[src/hw/rtl/bflj_pkg.sv]
package bflj_pkg;

   localparam int FRAC_BITS_DEF = 20;
   localparam int TRIG_ITER_DEF = 24;

   localparam logic [30:0] INV_MVA_RESET = 31'd10486;

   localparam logic signed [63:0] S64_MAX = 64'sh7FFF_FFFF_FFFF_FFFF;
   localparam logic signed [63:0] S64_MIN = 64'sh8000_0000_0000_0000;

   localparam logic signed [63:0] Q30_TWO_PI  = 64'sd6746518852;
   localparam logic signed [63:0] Q30_PI      = 64'sd3373259426;
   localparam logic signed [63:0] Q30_HALF_PI = 64'sd1686629713;
   localparam logic signed [63:0] Q30_GAIN    = 64'sd652032874;

   localparam logic [1:0] KIND_TO_MARGIN = 2'd3;

   typedef struct packed {
      logic signed [31:0] gff;
      logic signed [31:0] bff;
      logic signed [31:0] gft;
      logic signed [31:0] bft;
      logic signed [31:0] gtf;
      logic signed [31:0] btf;
      logic signed [31:0] gtt;
      logic signed [31:0] btt;
      logic signed [31:0] af;
      logic signed [31:0] vmf;
      logic signed [31:0] at;
      logic signed [31:0] vmt;
      logic [30:0]        rating;
      logic               on;
   } item_type;

   typedef struct packed {
      logic [1:0]         kind;
      logic               last;
      logic signed [63:0] value;
      logic signed [63:0] dna;
      logic signed [63:0] dnm;
      logic signed [63:0] dfa;
      logic signed [63:0] dfm;
   } row_type;

   typedef enum logic [2:0] {
      OP_LDF, OP_MUL, OP_ADD, OP_NEG, OP_TRIG, OP_EMV, OP_PUSH, OP_NEXT
   } uop_type;

   typedef struct packed {
      uop_type    op;
      logic [4:0] a;
      logic [4:0] b;
      logic [4:0] d;
   } uinstr_type;

   localparam int PC_W = 7;
   localparam logic [PC_W-1:0] BODY_PC = 7'd4;

   // scratch register addresses
   localparam logic [4:0] R_GS = 5'd0,  R_BS = 5'd1,  R_GT = 5'd2,  R_BT = 5'd3;
   localparam logic [4:0] R_VN = 5'd4,  R_VF = 5'd5,  R_C  = 5'd6,  R_S  = 5'd7;
   localparam logic [4:0] R_VV = 5'd8,  R_VN2 = 5'd9, R_KA = 5'd10, R_KB = 5'd11;
   localparam logic [4:0] R_P  = 5'd12, R_Q  = 5'd13, R_T1 = 5'd14, R_T2 = 5'd15;
   localparam logic [4:0] R_DPFA = 5'd16, R_DPNA = 5'd17, R_DQNA = 5'd18;
   localparam logic [4:0] R_DQFA = 5'd19, R_DPNM = 5'd20, R_DPFM = 5'd21;
   localparam logic [4:0] R_DQNM = 5'd22, R_DQFM = 5'd23, R_S2 = 5'd24;
   localparam logic [4:0] R_D0 = 5'd25, R_D1 = 5'd26, R_D2 = 5'd27, R_D3 = 5'd28;
   localparam logic [4:0] R_SLIM = 5'd31;
   localparam logic [4:0] NOREG = 5'd0;

   // field ids for loads, near/far resolved by the side being evaluated
   localparam logic [4:0] F_GS = 5'd0, F_BS = 5'd1, F_GT = 5'd2, F_BT = 5'd3;
   localparam logic [4:0] F_VN = 5'd4, F_VF = 5'd5, F_RAT = 5'd6, F_INV = 5'd7;

   localparam logic [4:0] SLOT_VAL = 5'd0, SLOT_D0 = 5'd1, SLOT_D1 = 5'd2;
   localparam logic [4:0] SLOT_D2 = 5'd3, SLOT_D3 = 5'd4;
   localparam logic [4:0] MARGIN_NO = 5'd0, MARGIN_YES = 5'd1;

   function automatic logic signed [63:0] sadd(input logic signed [63:0] a,
                                               input logic signed [63:0] b);
      logic signed [63:0] s;
      s = a + b;
      if (a[63] == b[63] && s[63] != a[63]) return a[63] ? S64_MIN : S64_MAX;
      return s;
   endfunction

   function automatic logic signed [63:0] sneg(input logic signed [63:0] a);
      return (a == S64_MIN) ? S64_MAX : -a;
   endfunction

   function automatic logic [29:0] atan_q30(input logic [4:0] i);
      logic [29:0] r;
      unique case (i)
         5'd0:  r = 30'h3243F6A8;
         5'd1:  r = 30'h1DAC6705;
         5'd2:  r = 30'h0FADBAFC;
         5'd3:  r = 30'h07F56EA6;
         5'd4:  r = 30'h03FEAB76;
         5'd5:  r = 30'h01FFD55B;
         5'd6:  r = 30'h00FFFAAA;
         5'd7:  r = 30'h007FFF55;
         5'd8:  r = 30'h003FFFEA;
         5'd9:  r = 30'h001FFFFD;
         5'd10: r = 30'h000FFFFF;
         5'd11: r = 30'h0007FFFF;
         5'd12: r = 30'h0003FFFF;
         5'd13: r = 30'h0001FFFF;
         5'd14: r = 30'h0000FFFF;
         5'd15: r = 30'h00007FFF;
         5'd16: r = 30'h00003FFF;
         5'd17: r = 30'h00001FFF;
         5'd18: r = 30'h00000FFF;
         5'd19: r = 30'h000007FF;
         5'd20: r = 30'h000003FF;
         5'd21: r = 30'h000001FF;
         5'd22: r = 30'h000000FF;
         5'd23: r = 30'h0000007F;
         5'd24: r = 30'h0000003F;
         5'd25: r = 30'h0000001F;
         5'd26: r = 30'h0000000F;
         5'd27: r = 30'h00000008;
         5'd28: r = 30'h00000004;
         5'd29: r = 30'h00000002;
         5'd30: r = 30'h00000001;
         default: r = 30'h00000000;
      endcase
      return r;
   endfunction

   function automatic uinstr_type mk(input uop_type op, input logic [4:0] a,
                                     input logic [4:0] b, input logic [4:0] d);
      uinstr_type u;
      u.op = op;
      u.a  = a;
      u.b  = b;
      u.d  = d;
      return u;
   endfunction

   // sequencer program: limit preamble, then the side body run twice
   function automatic uinstr_type ucode(input logic [PC_W-1:0] pc);
      uinstr_type u;
      unique case (pc)
         7'd0:  u = mk(OP_LDF, F_RAT, NOREG, R_T1);
         7'd1:  u = mk(OP_LDF, F_INV, NOREG, R_T2);
         7'd2:  u = mk(OP_MUL, R_T1, R_T2, R_T1);
         7'd3:  u = mk(OP_MUL, R_T1, R_T1, R_SLIM);
         7'd4:  u = mk(OP_LDF, F_GS, NOREG, R_GS);
         7'd5:  u = mk(OP_LDF, F_BS, NOREG, R_BS);
         7'd6:  u = mk(OP_LDF, F_GT, NOREG, R_GT);
         7'd7:  u = mk(OP_LDF, F_BT, NOREG, R_BT);
         7'd8:  u = mk(OP_LDF, F_VN, NOREG, R_VN);
         7'd9:  u = mk(OP_LDF, F_VF, NOREG, R_VF);
         7'd10: u = mk(OP_TRIG, NOREG, NOREG, R_C);
         7'd11: u = mk(OP_MUL, R_VN, R_VF, R_VV);
         7'd12: u = mk(OP_MUL, R_VN, R_VN, R_VN2);
         7'd13: u = mk(OP_MUL, R_GT, R_C, R_T1);
         7'd14: u = mk(OP_MUL, R_BT, R_S, R_T2);
         7'd15: u = mk(OP_ADD, R_T1, R_T2, R_KA);
         7'd16: u = mk(OP_MUL, R_BT, R_C, R_T1);
         7'd17: u = mk(OP_NEG, R_T1, NOREG, R_T1);
         7'd18: u = mk(OP_MUL, R_GT, R_S, R_T2);
         7'd19: u = mk(OP_ADD, R_T1, R_T2, R_KB);
         7'd20: u = mk(OP_MUL, R_GS, R_VN2, R_T1);
         7'd21: u = mk(OP_MUL, R_VV, R_KA, R_T2);
         7'd22: u = mk(OP_ADD, R_T1, R_T2, R_P);
         7'd23: u = mk(OP_MUL, R_BS, R_VN2, R_T1);
         7'd24: u = mk(OP_NEG, R_T1, NOREG, R_T1);
         7'd25: u = mk(OP_MUL, R_VV, R_KB, R_T2);
         7'd26: u = mk(OP_ADD, R_T1, R_T2, R_Q);
         7'd27: u = mk(OP_MUL, R_VV, R_KB, R_DPFA);
         7'd28: u = mk(OP_NEG, R_DPFA, NOREG, R_DPNA);
         7'd29: u = mk(OP_MUL, R_VV, R_KA, R_DQNA);
         7'd30: u = mk(OP_NEG, R_DQNA, NOREG, R_DQFA);
         7'd31: u = mk(OP_ADD, R_GS, R_GS, R_T1);
         7'd32: u = mk(OP_MUL, R_T1, R_VN, R_T1);
         7'd33: u = mk(OP_MUL, R_VF, R_KA, R_T2);
         7'd34: u = mk(OP_ADD, R_T1, R_T2, R_DPNM);
         7'd35: u = mk(OP_MUL, R_VN, R_KA, R_DPFM);
         7'd36: u = mk(OP_ADD, R_BS, R_BS, R_T1);
         7'd37: u = mk(OP_MUL, R_T1, R_VN, R_T1);
         7'd38: u = mk(OP_NEG, R_T1, NOREG, R_T1);
         7'd39: u = mk(OP_MUL, R_VF, R_KB, R_T2);
         7'd40: u = mk(OP_ADD, R_T1, R_T2, R_DQNM);
         7'd41: u = mk(OP_MUL, R_VN, R_KB, R_DQFM);
         7'd42: u = mk(OP_MUL, R_P, R_P, R_T1);
         7'd43: u = mk(OP_MUL, R_Q, R_Q, R_T2);
         7'd44: u = mk(OP_ADD, R_T1, R_T2, R_S2);
         7'd45: u = mk(OP_MUL, R_P, R_DPNA, R_T1);
         7'd46: u = mk(OP_MUL, R_Q, R_DQNA, R_T2);
         7'd47: u = mk(OP_ADD, R_T1, R_T2, R_T1);
         7'd48: u = mk(OP_ADD, R_T1, R_T1, R_D0);
         7'd49: u = mk(OP_MUL, R_P, R_DPNM, R_T1);
         7'd50: u = mk(OP_MUL, R_Q, R_DQNM, R_T2);
         7'd51: u = mk(OP_ADD, R_T1, R_T2, R_T1);
         7'd52: u = mk(OP_ADD, R_T1, R_T1, R_D1);
         7'd53: u = mk(OP_MUL, R_P, R_DPFA, R_T1);
         7'd54: u = mk(OP_MUL, R_Q, R_DQFA, R_T2);
         7'd55: u = mk(OP_ADD, R_T1, R_T2, R_T1);
         7'd56: u = mk(OP_ADD, R_T1, R_T1, R_D2);
         7'd57: u = mk(OP_MUL, R_P, R_DPFM, R_T1);
         7'd58: u = mk(OP_MUL, R_Q, R_DQFM, R_T2);
         7'd59: u = mk(OP_ADD, R_T1, R_T2, R_T1);
         7'd60: u = mk(OP_ADD, R_T1, R_T1, R_D3);
         7'd61: u = mk(OP_EMV, R_S2, NOREG, SLOT_VAL);
         7'd62: u = mk(OP_EMV, R_D0, NOREG, SLOT_D0);
         7'd63: u = mk(OP_EMV, R_D1, NOREG, SLOT_D1);
         7'd64: u = mk(OP_EMV, R_D2, NOREG, SLOT_D2);
         7'd65: u = mk(OP_EMV, R_D3, NOREG, SLOT_D3);
         7'd66: u = mk(OP_PUSH, MARGIN_NO, NOREG, NOREG);
         7'd67: u = mk(OP_NEG, R_S2, NOREG, R_T1);
         7'd68: u = mk(OP_ADD, R_SLIM, R_T1, R_T1);
         7'd69: u = mk(OP_NEG, R_D0, NOREG, R_D0);
         7'd70: u = mk(OP_NEG, R_D1, NOREG, R_D1);
         7'd71: u = mk(OP_NEG, R_D2, NOREG, R_D2);
         7'd72: u = mk(OP_NEG, R_D3, NOREG, R_D3);
         7'd73: u = mk(OP_EMV, R_T1, NOREG, SLOT_VAL);
         7'd74: u = mk(OP_EMV, R_D0, NOREG, SLOT_D0);
         7'd75: u = mk(OP_EMV, R_D1, NOREG, SLOT_D1);
         7'd76: u = mk(OP_EMV, R_D2, NOREG, SLOT_D2);
         7'd77: u = mk(OP_EMV, R_D3, NOREG, SLOT_D3);
         7'd78: u = mk(OP_PUSH, MARGIN_YES, NOREG, NOREG);
         default: u = mk(OP_NEXT, NOREG, NOREG, NOREG);
      endcase
      return u;
   endfunction

endpackage

[src/hw/rtl/bflj_front.sv]
module bflj_front (
   input  logic               clock,
   input  logic               reset,
   input  logic               req_tvalid,
   output logic               req_tready,
   input  logic [415:0]       req_tdata,
   input  logic               req_tuser,
   output logic               head_valid,
   output bflj_pkg::item_type head,
   input  logic               head_pop
);
   import bflj_pkg::*;

   item_type   q_ff [2];
   logic       wr_ff, wr_in, rd_ff, rd_in;
   logic [1:0] cnt_ff, cnt_in;
   logic       push;
   item_type   item;

   // split the packed transaction into admittance halves and bus values
   always_comb begin
      item.gff    = req_tdata[63:32];
      item.bff    = req_tdata[31:0];
      item.gft    = req_tdata[127:96];
      item.bft    = req_tdata[95:64];
      item.gtf    = req_tdata[191:160];
      item.btf    = req_tdata[159:128];
      item.gtt    = req_tdata[255:224];
      item.btt    = req_tdata[223:192];
      item.af     = req_tdata[287:256];
      item.vmf    = req_tdata[319:288];
      item.at     = req_tdata[351:320];
      item.vmt    = req_tdata[383:352];
      item.rating = req_tdata[414:384];
      item.on     = req_tuser;
   end

   assign req_tready = cnt_ff != 2'd2;
   assign push       = req_tvalid && req_tready;
   assign head_valid = cnt_ff != 2'd0;
   assign head       = q_ff[rd_ff];

   always_comb begin
      wr_in  = push ? ~wr_ff : wr_ff;
      rd_in  = head_pop ? ~rd_ff : rd_ff;
      cnt_in = cnt_ff + 2'(push) - 2'(head_pop);
   end

   always_ff @(posedge clock) begin
      if (reset) begin
         wr_ff  <= 1'b0;
         rd_ff  <= 1'b0;
         cnt_ff <= 2'd0;
      end else begin
         wr_ff  <= wr_in;
         rd_ff  <= rd_in;
         cnt_ff <= cnt_in;
      end
   end

   always_ff @(posedge clock) begin
      if (push) q_ff[wr_ff] <= item;
   end
endmodule

[config.mk]
export PLATFORM = sky130hd
export DESIGN_NAME = bflj_front
export DESIGN_NICKNAME = d
export VERILOG_FILES = /design/src/hw/rtl/bflj_pkg.sv /design/src/hw/rtl/bflj_front.sv
export SDC_FILE = /design/constraint.sdc
export NUM_CORES = 1
export LEC_CHECK = 0
export ABC_AREA = 1
export BUFFER_PORTS_ARGS = -buffer_cell sky130_fd_sc_hd__buf_2
export CORE_ASPECT_RATIO = 0.6
export CORE_MARGIN = 2
export CORE_UTILIZATION = 35
export CTS_CLUSTER_DIAMETER = 50
export DETAILED_ROUTE_END_ITERATION = 16
export MAX_ROUTING_LAYER = met4
export SYNTH_ARGS = -nofsm -noshare
export SYNTH_HDL_FRONTEND = slang
export SYNTH_SLANG_ARGS = --single-unit
[constraint.sdc]
create_clock -name clock -period 49.1 [get_ports clock]
set_clock_uncertainty 0.05 [all_clocks]
set_input_delay 9.82 -clock clock [delete_from_list [all_inputs] [get_ports clock]]
set_output_delay 9.82 -clock clock [all_outputs]
set_load 0.05 [all_outputs]
==> impl_metrics.ini, run 1 <==
[worst_hold_path]
hold_class = reg2reg

[route]
wl_met3_mm = 5.244
drc = 0
route.layer.met1.wl_mm = 25.48
highest_layer = met4
vias = 15535
drtIter0Drc = 730
drt-vias-per-instance = 4.487
firstDrtPassIters = 4
wl_mm = 69.02
wl_per_cell_um = 19.94
met2_wirelength_mm = 36.97
ant_nets = 0

[timing]
min_period_ns = 13.80
slew_headroom_pct = 21.12
drv_slew = 0
tightest_slew_ns = 1.183
post-route-period-util_pct = 28.11
hold_viol = 0
setup_viol = 0
fmax_mhz = 72.45
rsz0062_at_grt = no
fin_tns_setup_ns = 0
holdWs_ns = 0.4634

[synth]
synthTopCellsByCount = edfxtp_1, mux2_4, mux2_2
synth_area_leaders = edfxtp_1, mux2_4, mux2_2
synth.avg_cell_area_um2 = 23.43
ys_seq_area_share_pct = 80.73
ys_ff_latch = 837
synth_edf_count = 832
ys_types = 15
yosysWarnings = 0
syn_nets = 1748
yosysMostFrequentCell = edfxtp_1
synth.cell_area_um2 = 31070
ys.flop_type = edfxtp_1
async_flop_share_pct = 0
synth_top_area_cell = edfxtp_1
synth_top_area_share_pct = 80.41
netlist_instances = 1326

[global_routing]
grt_max_degree = 164
grt_pass1_wl_mm = 100.2
overflow = 0
antenna_found_initial = 20
grt_use_total_pct = 14.97
grt_pass1_vias = 16276

[critical_path]
critPathRequiredTime_ns = 39.23
crit_arrival_ns = 3.93
start_kind = flip-flop
crit_fanout = 61
worstSetupPathType = reg2out
endpoint_kind = output pin

[power_and_ir_drop]
leakage_nw = 14.83
vdd_drop_max_uv = 25.25
powerDensity_nw_per_um2 = 47.11

[finish]
design_area_um2 = 39150
post_route_cells_drive_above_1_share_pct = 58.83
postLayoutCoreUtil_pct = 44.61
area_growth_pct = 25.99
multi_input_area_um2 = 5553
fillerInstances = 7574
stdcell_count = 3462
nets = 2639
seqCellArea_um2 = 25090

[clock_tree]
cts_setup_buffers = 0
cts_buffer_depth = 3
cts_hold_buf = 0
cts_max_level = 3
clk_latency_ns = 0.65
cts_tree = done
clk_pin_slew_worst_paths_ns = 0.06
cts-resized-gates = 0
cts-buffers-inserted = 82
cts_root_buffer = clkbuf_16
cts.sink_count = 837

[placed_design]
placed_area_um2 = 36450
dpl.hpwl_mm = 47.71
post-place-cells = 3294
numPortBuffers = 837
routabilityCongestion = 0.7940

[die]
start_util_pct = 35.40
io_pins = 839
die-area_um2 = 91250
die_w_um = 388.7
die_y_um = 234.8
rows = 84
core_area_um2 = 87760

[flow_run]
drv_cap = 0

[status]
status = finished clean
layout by cell type (no fill, tap or decap), types with 5 or more instances in the layout:
cell type | netlist | routed
buf_2 | 8 | 837
buf_4 | 11 | 14
bufinv_16 | 0 | 5
clkbuf_1 | 0 | 21
clkbuf_16 | 0 | 82
clkinv_1 | 0 | 17
clkinv_2 | 0 | 7
clkinv_8 | 0 | 5
diode_2 | 0 | 20
edfxtp_1 | 832 | 832
inv_1 | 6 | 6
mux2_1 | 40 | 40
mux2_2 | 176 | 176
mux2_4 | 200 | 200
nand2_1 | 8 | 8
power by group:
group / leakage [nW] / internal (mW) / switching (mW)
Combinational: 5.77 / 0.102 / 0.264
Clock: 1.26 / 0.340 / 0.267
Sequential: 7.79 / 0.857 / 0.0140
final cells by class:
cell class,count,share of cell area (%)
Inverter,6,0.05753
Antenna cell,20,0.1278
Clock buffer,103,5.443
Multi-Input combinational cell,437,14.18
Clock inverter,45,1.317
Tap cell,1161,3.711
Sequential cell,837,64.09
Timing Repair Buffer,853,11.07
metrics by stage:
stage / worst slack, ns / power, mW
4_1_cts: 35.16 / 1.869
6_report: 35.30 / 1.844
3_3_place_gp: 35.80 / 1.249
5_1_grt: 35.01 / 1.912
2_1_floorplan: 20.61 / 1.206
3_5_place_dp: 35.79 / 1.256
worst max-delay path: stages, from the launching register on:
cell and delay (ns):
dfxtp_4 0.79, buf_4 0.76, buf_4 1.00, mux2_4 0.31, buf_2 0.28
state kept, by name, indices dropped and copies added (netlist names), named ones only:
register and flops:
q_ff 832, cnt_ff 2, rd_ff 1, wr_ff 1
kinds of logic after synthesis:
kind of cell / synth area share, %
DFF: 80.73
muxes: 17.49
buffers and inverters: 1.446
and+or+nand+nor: 0.2013
AOI/OAI and AO/OA: 0.03222
xor gates and xnor gates: 0.05639
adders and majority gates: 0.04026
layer usage:
metal | vias to the layer above | global-route usage [%]
met5 | - | -
met4 | 0 | 4.209
li1 | 7126 | -
met2 | 487 | 26.19
met3 | 94 | 5.255
met1 | 7828 | 16.00
worst paths after layout:
check,start,endpoint,slack [ns],cells past startpoint
worst max-delay path,flip-flop,head[299],35.30,4
worst min-delay path,rd_ff,rd_ff,0.46,2
worst max register to register,cnt_ff[0],q_ff[1][80],45.23,6
worst min register to register,rd_ff,rd_ff,0.46,2
Note: power is estimated with default switching activity, not from simulation.
==> run 2, diff against run 1 <==
- ABC_AREA: 1 -> 0
- clock period: 49.1 -> 11.7 ns (I/O delays scaled with it)
==> impl_metrics.ini, run 2 <==
[status]
status = finished clean

[placed_design]
numPortBuffers = 837
dpl.hpwl_mm = 46.64
routabilityCongestion = 0.7981

[finish]
fillerInstances = 7540
post_route_cells_drive_above_1_share_pct = 61.05
area_growth_pct = 26.00
seqCellArea_um2 = 25090
multi_input_area_um2 = 5584
nets = 2627
largest_reg_flops = 832
top_register = q_ff
final_common_cell = buf_2
final_cell_mix = buf_2, edfxtp_1, mux2_2
largestRegisters = q_ff: 832 flops, cnt_ff: 2 flops
postLayoutCoreUtil_pct = 44.62

[timing]
drv_slew = 0
rsz0062_at_grt = no
tightest_slew_ns = 1.210
fmax_mhz = 160.5
slew_headroom_pct = 19.33
setup_viol = 0
hold_viol = 0
fin_tns_setup_ns = 0
post-route-period-util_pct = 53.24
min_period_ns = 6.229
holdWs_ns = 0.4728

[critical_path]
crit_fanout = 132
slowest_delay_ns = 1.01
path_cells = buf_12, buf_12, mux2_4, buf_2
crit_arrival_ns = 3.84
critPathRequiredTime_ns = 9.31
cp_common_cell = buf_12
slowest_stage = dfxtp_4
start_kind = flip-flop
worstSetupPathType = reg2out
endpoint_kind = output pin

[global_routing]
antenna_found_initial = 19
grt_use_total_pct = 14.86
grt_pass1_vias = 16347
overflow = 0
grt_pass1_wl_mm = 99.85
grt_max_degree = 159

[synth]
yosysMostFrequentCell = edfxtp_1
syn_nets = 1745
synth_edf_count = 832
ys_ff_latch = 837
async_flop_share_pct = 0
synth.cell_area_um2 = 31080
netlist_instances = 1323
yosysWarnings = 0
synth.avg_cell_area_um2 = 23.49
synthTopCellsByCount = edfxtp_1, mux2_2, mux2_4
synth_top_area_cell = edfxtp_1
synth_area_leaders = edfxtp_1, mux2_4, mux2_2
ys_types = 24
ys.flop_type = edfxtp_1
synth_top_area_share_pct = 80.39
ys_seq_area_share_pct = 80.71

[clock_tree]
cts_buffer_depth = 3
clk_latency_ns = 0.63
cts_setup_buffers = 0
cts_max_level = 3
cts_root_buffer = clkbuf_16
cts-resized-gates = 0
cts_tree = done
cts.sink_count = 837
clk_pin_slew_worst_paths_ns = 0.06
cts_hold_buf = 0
cts-buffers-inserted = 81

[route]
drt-vias-per-instance = 4.503
wl_mm = 68.65
wl_per_cell_um = 19.91
drc = 0
firstDrtPassIters = 6
ant_nets = 0
vias = 15527
drtIter0Drc = 689

[power_and_ir_drop]
design_power_total_mw = 7.778
powerDensity_nw_per_um2 = 198.6
leakage_nw = 14.82
vdd_drop_max_uv = 109.0

[die]
die_w_um = 388.7
die-area_um2 = 91280
die_y_um = 234.8
core_area_um2 = 87760
rows = 84
io_pins = 839
start_util_pct = 35.41

[worst_hold_path]
hold_class = reg2reg

[flow_run]
drv_cap = 0
run 2: cell count changes in the layout (fill, tap and decap cells not counted), moves of 3 or more:
cell / change
mux2_1: -40
clkinv_16: -4
inv_6: +4
clkinv_2: +5
buf_12: +5
buf_4: -13
clkinv_1: -5
nand2_1: -7
clkbuf_1: -5
mux2_2: +40
inv_1: -3
run 2: final cells by class:
class / count / area share (%)
inverters: 4 / 0.05751
multi-input cells: 436 / 14.26
clock buffers: 99 / 5.457
flip-flops and latches: 837 / 64.06
diodes: 20 / 0.1278
repair buffers: 845 / 11.07
well taps: 1161 / 3.709
clock inverters: 46 / 1.249
run 2: where the power goes:
group          internal [mW]  switching, mW
Clock                   1.47           1.10
Sequential              3.60         0.0642
Combinational          0.435           1.11
run 2: final timing paths:
kind	from	to	slack (ns)	cells past startpoint
worst min register to register	rd_ff	flip-flop	0.47	2
worst max register to register	cnt_ff[0]	q_ff[1][233]	8.14	4
worst min-delay path	rd_ff	flip-flop	0.47	2
worst max-delay path	flip-flop	head[228]	5.47	4
run 2: cell families after synthesis:
kind of cell             after synthesis  synth area share [%]
AO/OA/AOI/OAI                          4                0.1127
XOR/XNOR                               2               0.05637
adder cells (fa/ha/maj)                1               0.04025
buffers and inverters                 50                 1.341
flip-flops                           837                 80.71
multiplexers                         416                 17.49
AND/OR/NAND/NOR                       13                0.2537
run 2: layer usage:
metal / vias to the layer above / track usage (%) / share of wire, %
met3: 96 / 5.156 / 7.7
met1: 7853 / 15.47 / 37
li1: 7106 / - / -
met2: 472 / 26.28 / 54
met5: - / - / 0
met4: 0 / 4.681 / 2.2
run 2: critical path: cells and delay by family (launching register included):
family / cells / cell delay (ns)
flip-flops: 1 / 1.01
buffers and inverters: 3 / 1.37
multiplexers: 1 / 0.31
run 2: stage by stage:
stage               setup slack, ns  area (um2)  cells
floorplan                    0.4641       31080   1323
global placement              6.209       36480   3283
detailed placement            6.146       36480   3283
CTS                           5.417       39110   3428
global route                  5.249       39160   3447
finish                        5.471       39160   3448
